==> config.mk <==
export PLATFORM = sky130hd
export DESIGN_NAME = hwc_ctrl
export DESIGN_NICKNAME = d
export VERILOG_FILES = /design/src/hwc_pkg.sv /design/src/hwc_ctrl.sv
export SDC_FILE = /design/constraint.sdc
export NUM_CORES = 1
export LEC_CHECK = 0
export ABC_AREA = 1
export BUFFER_PORTS_ARGS = -buffer_cell sky130_fd_sc_hd__buf_2
export CAP_MARGIN = 30
export CORE_MARGIN = 10
export CORE_UTILIZATION = 30
export CTS_CLUSTER_DIAMETER = 40
export DETAILED_ROUTE_END_ITERATION = 6
export PLACE_DENSITY = 0.62
export SLEW_MARGIN = 5
export SYNTH_ARGS = -nofsm -noshare
export SYNTH_HDL_FRONTEND = slang
export SYNTH_SLANG_ARGS = --single-unit
==> constraint.sdc <==
create_clock -name i_clk -period 1.6 [get_ports i_clk]
set_clock_uncertainty 0.15 [all_clocks]
set_input_delay 0.32 -clock i_clk [delete_from_list [all_inputs] [get_ports i_clk]]
set_output_delay 0.32 -clock i_clk [all_outputs]
set_load 0.03 [all_outputs]
==> src/hwc_pkg.sv <==
package hwc_pkg;

    localparam int TABLE_ADDR_BITS_DEF = 10;
    localparam int SAMPLE_BITS_DEF     = 24;

    localparam int CFG_BITS     = 32;
    localparam int CFG_IDX_BITS = 2;
    localparam int PHASE_BITS   = 32;
    localparam int OFF_BITS     = 30;
    localparam int SEED_FRAC    = 16;
    localparam int SINE_BITS    = 25;
    localparam int WEIGHT_BITS  = 26;
    localparam int FRAC_BITS    = 23;
    localparam int ACC_BITS     = 48;
    localparam int MAG_HALF     = ACC_BITS / 2;
    localparam int GAIN_HALF    = CFG_BITS / 2;
    localparam int GAIN_FRAC    = 24;
    localparam int PROD_BITS    = ACC_BITS + CFG_BITS;
    localparam int OUT_BITS     = 32;
    localparam int PART_BITS    = 2;

    localparam logic [CFG_IDX_BITS-1:0] CFG_CARRIER_STEP = 2'd0;
    localparam logic [CFG_IDX_BITS-1:0] CFG_WINDOW_STEP  = 2'd1;
    localparam logic [CFG_IDX_BITS-1:0] CFG_GAIN_NORM    = 2'd2;

    localparam logic [PART_BITS-1:0] PART_LAST = 2'd3;

    localparam longint unsigned Q_ONE30    = 64'd1073741824;
    localparam longint unsigned TWO_PI_Q30 = 64'd6746518852;
    localparam longint unsigned UNIT_Q23   = 64'd8388608;

    typedef enum logic [3:0] {
        OP_NONE,
        OP_SEED_C,
        OP_SEED_W,
        OP_TAB,
        OP_MUL_W,
        OP_MUL_C,
        OP_MUL_S,
        OP_MAG,
        OP_PART,
        OP_FIN_RE
    } t_dp_op;

    typedef struct packed {
        logic                 load;
        t_dp_op               op;
        logic [PART_BITS-1:0] part;
        logic                 emit;
    } t_dp_cmd;

    typedef struct packed {
        logic last;
        logic out_free;
    } t_dp_status;

    // sin(2*pi*r/N) in Q1.23 for r in [0, N/4], quarter-wave polynomial
    function automatic logic signed [SINE_BITS-1:0] quarter_sine(input int unsigned r,
                                                                 input int addr_bits);
        longint unsigned rr;
        longint unsigned x;
        longint unsigned x2;
        longint unsigned t;
        longint unsigned s;
        rr = 64'(r);
        x  = (rr * TWO_PI_Q30) >> addr_bits;
        x2 = (x * x) >> 30;
        t  = Q_ONE30;
        t  = Q_ONE30 - ((x2 * t) >> 30) / 64'd110;
        t  = Q_ONE30 - ((x2 * t) >> 30) / 64'd72;
        t  = Q_ONE30 - ((x2 * t) >> 30) / 64'd42;
        t  = Q_ONE30 - ((x2 * t) >> 30) / 64'd20;
        t  = Q_ONE30 - ((x2 * t) >> 30) / 64'd6;
        s  = (((x * t) >> 30) + 64'd64) >> 7;
        if (s > UNIT_Q23) begin
            s = UNIT_Q23;
        end
        return SINE_BITS'(s);
    endfunction

endpackage

==> src/hwc_ctrl.sv <==
module hwc_ctrl (
    input  logic                 i_clk,
    input  logic                 i_rst_n,
    input  logic                 i_in_valid,
    input  logic                 i_first,
    output logic                 o_in_ready,
    input  hwc_pkg::t_dp_status  i_status,
    output hwc_pkg::t_dp_cmd     o_cmd
);

    typedef enum logic [3:0] {
        S_IDLE,
        S_SEED_C,
        S_SEED_W,
        S_TAB,
        S_MUL_W,
        S_MUL_C,
        S_MUL_S,
        S_MAG,
        S_SC_RE,
        S_FIN_RE,
        S_SC_IM,
        S_EMIT
    } t_state;

    t_state                        r_state;
    t_state                        n_state;
    logic [hwc_pkg::PART_BITS-1:0] r_part;
    logic [hwc_pkg::PART_BITS-1:0] n_part;
    logic                          r_ready;
    logic                          n_ready;
    logic                          w_accept;

    assign w_accept = i_in_valid && r_ready;

    always_comb begin
        n_state     = r_state;
        n_part      = r_part;
        o_cmd.load  = w_accept;
        o_cmd.op    = hwc_pkg::OP_NONE;
        o_cmd.part  = r_part;
        o_cmd.emit  = 1'b0;
        unique case (r_state)
            S_IDLE: begin
                if (w_accept) begin
                    n_state = i_first ? S_SEED_C : S_TAB;
                end
            end
            S_SEED_C: begin
                o_cmd.op = hwc_pkg::OP_SEED_C;
                n_state  = S_SEED_W;
            end
            S_SEED_W: begin
                o_cmd.op = hwc_pkg::OP_SEED_W;
                n_state  = S_TAB;
            end
            S_TAB: begin
                o_cmd.op = hwc_pkg::OP_TAB;
                n_state  = S_MUL_W;
            end
            S_MUL_W: begin
                o_cmd.op = hwc_pkg::OP_MUL_W;
                n_state  = S_MUL_C;
            end
            S_MUL_C: begin
                o_cmd.op = hwc_pkg::OP_MUL_C;
                n_state  = S_MUL_S;
            end
            S_MUL_S: begin
                // the next item may be taken here unless this one closes a window
                o_cmd.op = hwc_pkg::OP_MUL_S;
                priority if (i_status.last) begin
                    n_state = S_MAG;
                end else if (w_accept) begin
                    n_state = i_first ? S_SEED_C : S_TAB;
                end else begin
                    n_state = S_IDLE;
                end
            end
            S_MAG: begin
                o_cmd.op = hwc_pkg::OP_MAG;
                n_part   = '0;
                n_state  = S_SC_RE;
            end
            S_SC_RE: begin
                o_cmd.op = hwc_pkg::OP_PART;
                n_part   = r_part + 1'b1;
                if (r_part == hwc_pkg::PART_LAST) begin
                    n_state = S_FIN_RE;
                end
            end
            S_FIN_RE: begin
                o_cmd.op = hwc_pkg::OP_FIN_RE;
                n_part   = '0;
                n_state  = S_SC_IM;
            end
            S_SC_IM: begin
                o_cmd.op = hwc_pkg::OP_PART;
                n_part   = r_part + 1'b1;
                if (r_part == hwc_pkg::PART_LAST) begin
                    n_state = S_EMIT;
                end
            end
            S_EMIT: begin
                if (i_status.out_free) begin
                    o_cmd.emit = 1'b1;
                    n_state    = S_IDLE;
                end
            end
            default: n_state = S_IDLE;
        endcase
        n_ready = (n_state == S_IDLE) || ((n_state == S_MUL_S) && !i_status.last);
    end

    always_ff @(posedge i_clk) begin
        if (!i_rst_n) begin
            r_state <= S_IDLE;
            r_part  <= '0;
            r_ready <= 1'b0;
        end else begin
            r_state <= n_state;
            r_part  <= n_part;
            r_ready <= n_ready;
        end
    end

    assign o_in_ready = r_ready;

endmodule
[Word level (Yosys, flattened, before mapping)]
Cells that the tools add are included.
Cells by class
  mux-type cells: 12
  reduce and logical (&&, ||, !) cells: 9
  eq/ne operators: 13
  add/sub/neg operators: 1
Operators by type and width (count)
  4-bit one-hot mux with 12 select lines: 1
  4-bit one-hot mux with 9 select lines: 1
  4-bit by 3-bit == test with 1-bit output, second input constant: 5
  4-bit == test, second input constant: 4
  4-bit 2-to-1 mux: 4
  4-bit by 2-bit == test with 1-bit output, second input constant: 2
  4-bit logical NOT: 2
  4-bit by 1-bit == test with 1-bit output, second input constant: 1
  2-bit 2-to-1 mux: 2
  2-bit one-hot mux with 2 select lines: 1
  2-bit OR reduction: 2
  3-bit 2-to-1 mux: 1
  2-bit by 1-bit adder with 2-bit output, second input constant: 1
  2-bit == test, second input constant: 1
  1-bit logical AND: 2
  1-bit 2-to-1 mux: 2
  2-bit nonzero test: 1
  1-bit logical NOT: 1
  1-bit logical OR: 1
Word-level totals
  register bits after elaboration: 7
  logic and storage cells: 38
  output and inout port bits: 9
  input bits: 6

[Longest topological paths before layout]
  depth after elaboration: 7
  gate-level depth with buffers: 9
  mapped depth without buffers: 9

[Least setup slack after synthesis]
Ideal clock, no wire load.
  path kind: reg2out
  start: register r_state[3]
  end: output o_cmd[0] (netlist name)
  stages on the path, launching flop included: 5
  buffers on the path: 0
  setup slack: -0.228 ns
  required time: 1.130 ns
  data arrival time: 1.358 ns
  cells stage by stage: dfxtp_1 -> inv_2 -> nor2_4 -> inv_1 -> nor3_1
RTL lines
  start, declared: line hwc_ctrl.sv:26  | t_state r_state;
  start signal, assigned: line hwc_ctrl.sv:121  | r_state <= n_state;
  end, declared: line hwc_ctrl.sv:8  | output hwc_pkg::t_dp_cmd o_cmd

==> reports/summary.txt <==
=================================================================================================
Flip-flop and latch count after synthesis                                                       7
Core ar.                                                                               1559 sq um
Post-Route Hold Slack                                                                   0.1824 ns
Total Routing Usage GR                                                                     7.346%
Share of the clock period used by the worst path                                           98.48%
Area of all sequential standard cells                                                 143.9 sq um
Port buffer count                                                                              14
Detailed placer's ending HPWL                                                        1020 microns
Leading cell type in the layout, fill and taps excluded                              sky130_fd_sc_hd__nand2_1
Filler cell count                                                                             162
Hold violation count in the final report                                                        0
Number of distinct library cell variants in the gate-level netlist after synthesis             19
DIE HEIGHT                                                                           61.30 microns
Combined area of the multi-input logic cells                                          315.3 sq um
Worst-case headroom to the max-slew limit                                                  84.73%
Run status                                                                           finished, final reports clean
Startpoint class of the critical path                                                        flop
DIE AREA                                                                               3758 sq um
Transition time at the pin with the least slew margin                                   0.2281 ns
Data required time of the critical path                                                   1.13 ns
Initial cell density of the core                                                           32.83%
Arr. time, crit path                                                                      1.11 ns
Top cells by area in the synthesized netlist                                         sky130_fd_sc_hd__dfxtp_1 27%, sky130_fd_sc_hd__nand2_1 11%, sky130_fd_sc_hd__inv_1 8.8%
Via count of the first global-routing pass                                                    530
# setup viols final                                                                             0
Finished Layout Cells                                                                         115
Drc violations                                                                                  0
Area share of the largest cell type after synthesis                                        27.38%
Wire length per cell                                                                 11.08 microns
Worst vdd rail ir drop                                                                  0.4061 mV
Capturing element type of the critical path                                            output pin
Combined area of all synthesized cells                                                511.7 sq um
Number of search-and-repair iterations in the first detailed-routing pass                       4
Worst Hold Class                                                                        in -> reg
Worst Path Class, Setup                                                                reg -> out
Pwr per Cell Area                                                                    1141 nW/um^2
Maximum fanout encountered on the critical timing path                                          4
Clock root buffer                                                                    sky130_fd_sc_hd__clkbuf_4
Sink Count                                                                                      7
Number of DRC markers after the initial detailed-route iteration                                8
Commonest non-fill, non-tap cells in the layout                                      14 x sky130_fd_sc_hd__nand2_1, 12 x sky130_fd_sc_hd__nor2_1, 10 x sky130_fd_sc_hd__inv_1, 10 x sky130_fd_sc_hd__buf_2
Worst slack after detailed placement                                                    0.1772 ns
Sequential element share of the synthesized area                                           27.38%
Number of cells produced by synthesis                                                          79
Wire length reported by the detailed router                                          1274 microns
Num ports                                                                                      15
Final setup TNS                                                                              0 ns
Final slew viol count                                                                           0
Cell area reported after detailed placement                                           606.8 sq um
Num CTS Buffers                                                                                 3
Die W                                                                                61.30 microns
Clock-pin slew of the registers on the worst-case setup and hold paths                    0.05 ns
Vias after detailed routing                                                                   532
Master of the slowest instance on the critical path                                  sky130_fd_sc_hd__dfxtp_1
Placed cells                                                                                  109
Total number of yosys warnings                                                                  0
First-pass GRT wire length                                                           2083 microns
Std-Cell Rows                                                                                  14
Final critical-path required period                                                      1.576 ns
Maximum number of pins on one net before global-route repair                                    7
Post-Synthesis Net Count                                                                       86
Maximum level of the CTS H-tree                                                                 1
Mean cell area of the mapped netlist                                                  6.478 sq um
Fraction of final layout cells with drive strength greater than 1                          44.44%
Top cell type by total area after synthesis                                          sky130_fd_sc_hd__dfxtp_1
Reported leakage power                                                                  0.3869 nW
Crit path largest cell delay                                                              0.40 ns
Placer congestion estimate                                                                 0.9207
Worst skew pair latency                                                                   0.25 ns
Remaining antenna violation count                                                               0
Max Fclk                                                                                634.7 MHz
Post-layout worst setup margin                                                         0.02434 ns
Diode insertion count for antenna repair                                                        0
Series of cell instances along the critical path                                     nand2_2, nor3_2, buf_4
Number of max-cap violations                                                                    0
Nets                                                                                          107
TritonCTS clock tree                                                                         done
Gr ovfl total                                                                                   0
Antenna violations before repair                                                                0
Area growth syn-to-layout                                                                  31.05%
CTS max path bufs                                                                               2
Finished layout cell area                                                             670.6 sq um
Post-detailed-route via-to-cell ratio                                                       4.626
=================================================================================================
==> path summary, 6_finish.rpt <==
check / from / to / slack (ns) / cells past startpoint
max reg2reg: r_state[3]$_SDFF_PN0_ / o_in_ready$_SDFF_PN0_ / 0.19 / 10
min: i_rst_n / r_part[0]$_SDFFE_PN0P_ / 0.18 / 3
min reg2reg: r_part[0]$_SDFFE_PN0P_ / r_part[0]$_SDFFE_PN0P_ / 0.34 / 1
max: r_state[1]$_SDFF_PN0_ / o_cmd[0] / 0.02 / 3
==> final cells by class <==
cell class / instances / share of cell area, %
multi-input cells: 56 / 47.01
well taps: 16 / 2.985
clock buffers: 4 / 3.918
flip-flops and latches: 7 / 21.46
repair buffers: 17 / 15.86
inverters: 15 / 8.769
==> worst max-delay path: cells and delay by family, from the launching register on <==
family | cells | cell delay, ns
buffers and inverters | 1 | 0.18
AND/OR/NAND/NOR | 2 | 0.28
flip-flops | 1 | 0.40
==> flip-flops by register name, summed over array words and instances (netlist names) <==
signal and cells:
o_in_ready 1, r_state 4, r_part 2
==> metal layers <==
| layer | share of wire, % | track usage [%] | up-vias |
|---|---|---|---|
| met5 | 0 | 0 | - |
| met4 | 0 | 7.492 | 0 |
| met3 | 4.7 | 1.440 | 0 |
| met2 | 54 | 12.57 | 7 |
| met1 | 41 | 7.118 | 240 |
| li1 | - | - | 285 |
==> report_power, final <==
part / switching [mW] / internal (mW) / leakage (nW)
Combinational: 0.242 / 0.123 / 0.313
Clock: 0.0646 / 0.0951 / 0.0150
Sequential: 0.0331 / 0.208 / 0.0584
==> synth_stat cells <==
cell,number
sky130_fd_sc_hd__nor2_4,2
sky130_fd_sc_hd__nor3_1,1
sky130_fd_sc_hd__buf_4,1
sky130_fd_sc_hd__nand2_1,15
sky130_fd_sc_hd__dfxtp_1,7
sky130_fd_sc_hd__o21ai_0,1
sky130_fd_sc_hd__nor2_1,12
sky130_fd_sc_hd__nand3_1,6
sky130_fd_sc_hd__o21ai_2,2
sky130_fd_sc_hd__o211ai_1,1
sky130_fd_sc_hd__a21oi_2,1
sky130_fd_sc_hd__nand2_2,3
sky130_fd_sc_hd__ha_1,1
sky130_fd_sc_hd__or2_1,1
sky130_fd_sc_hd__inv_1,12
sky130_fd_sc_hd__nand3_2,4
sky130_fd_sc_hd__inv_2,3
sky130_fd_sc_hd__a21oi_1,4
sky130_fd_sc_hd__nor2_2,2
==> through the flow <==
step	power (mW)	utilization [%]
floorplan	0.5135	-
global placement	0.5824	38.92
detailed placement	0.5857	38.92
CTS	0.7574	41.73
global route	0.8305	43.02
finish	0.7649	43.02
==> logic make-up (layout without fill, tap and decap cells) <==
kind of cell               Yosys count  in the layout  share of synthesized area (%)
and+or+nand+nor                     46             46                          46.21
buffers and inverters               16             36                          12.47
AOI/OAI and AO/OA                    9              9                          11.49
DFF                                  7              7                          27.38
adders and majority gates            1              1                          2.445
==> what timing repair did <==
item | 4_1_cts | 5_1_grt
pin swaps | 1 | 1
hold buffers | 0 | 0
buffers inserted | 1 | 1
setup endpoints to repair | 3 | 4
resized for setup | 5 | 8
No activity file was read; power rests on OpenSTA's default activity.
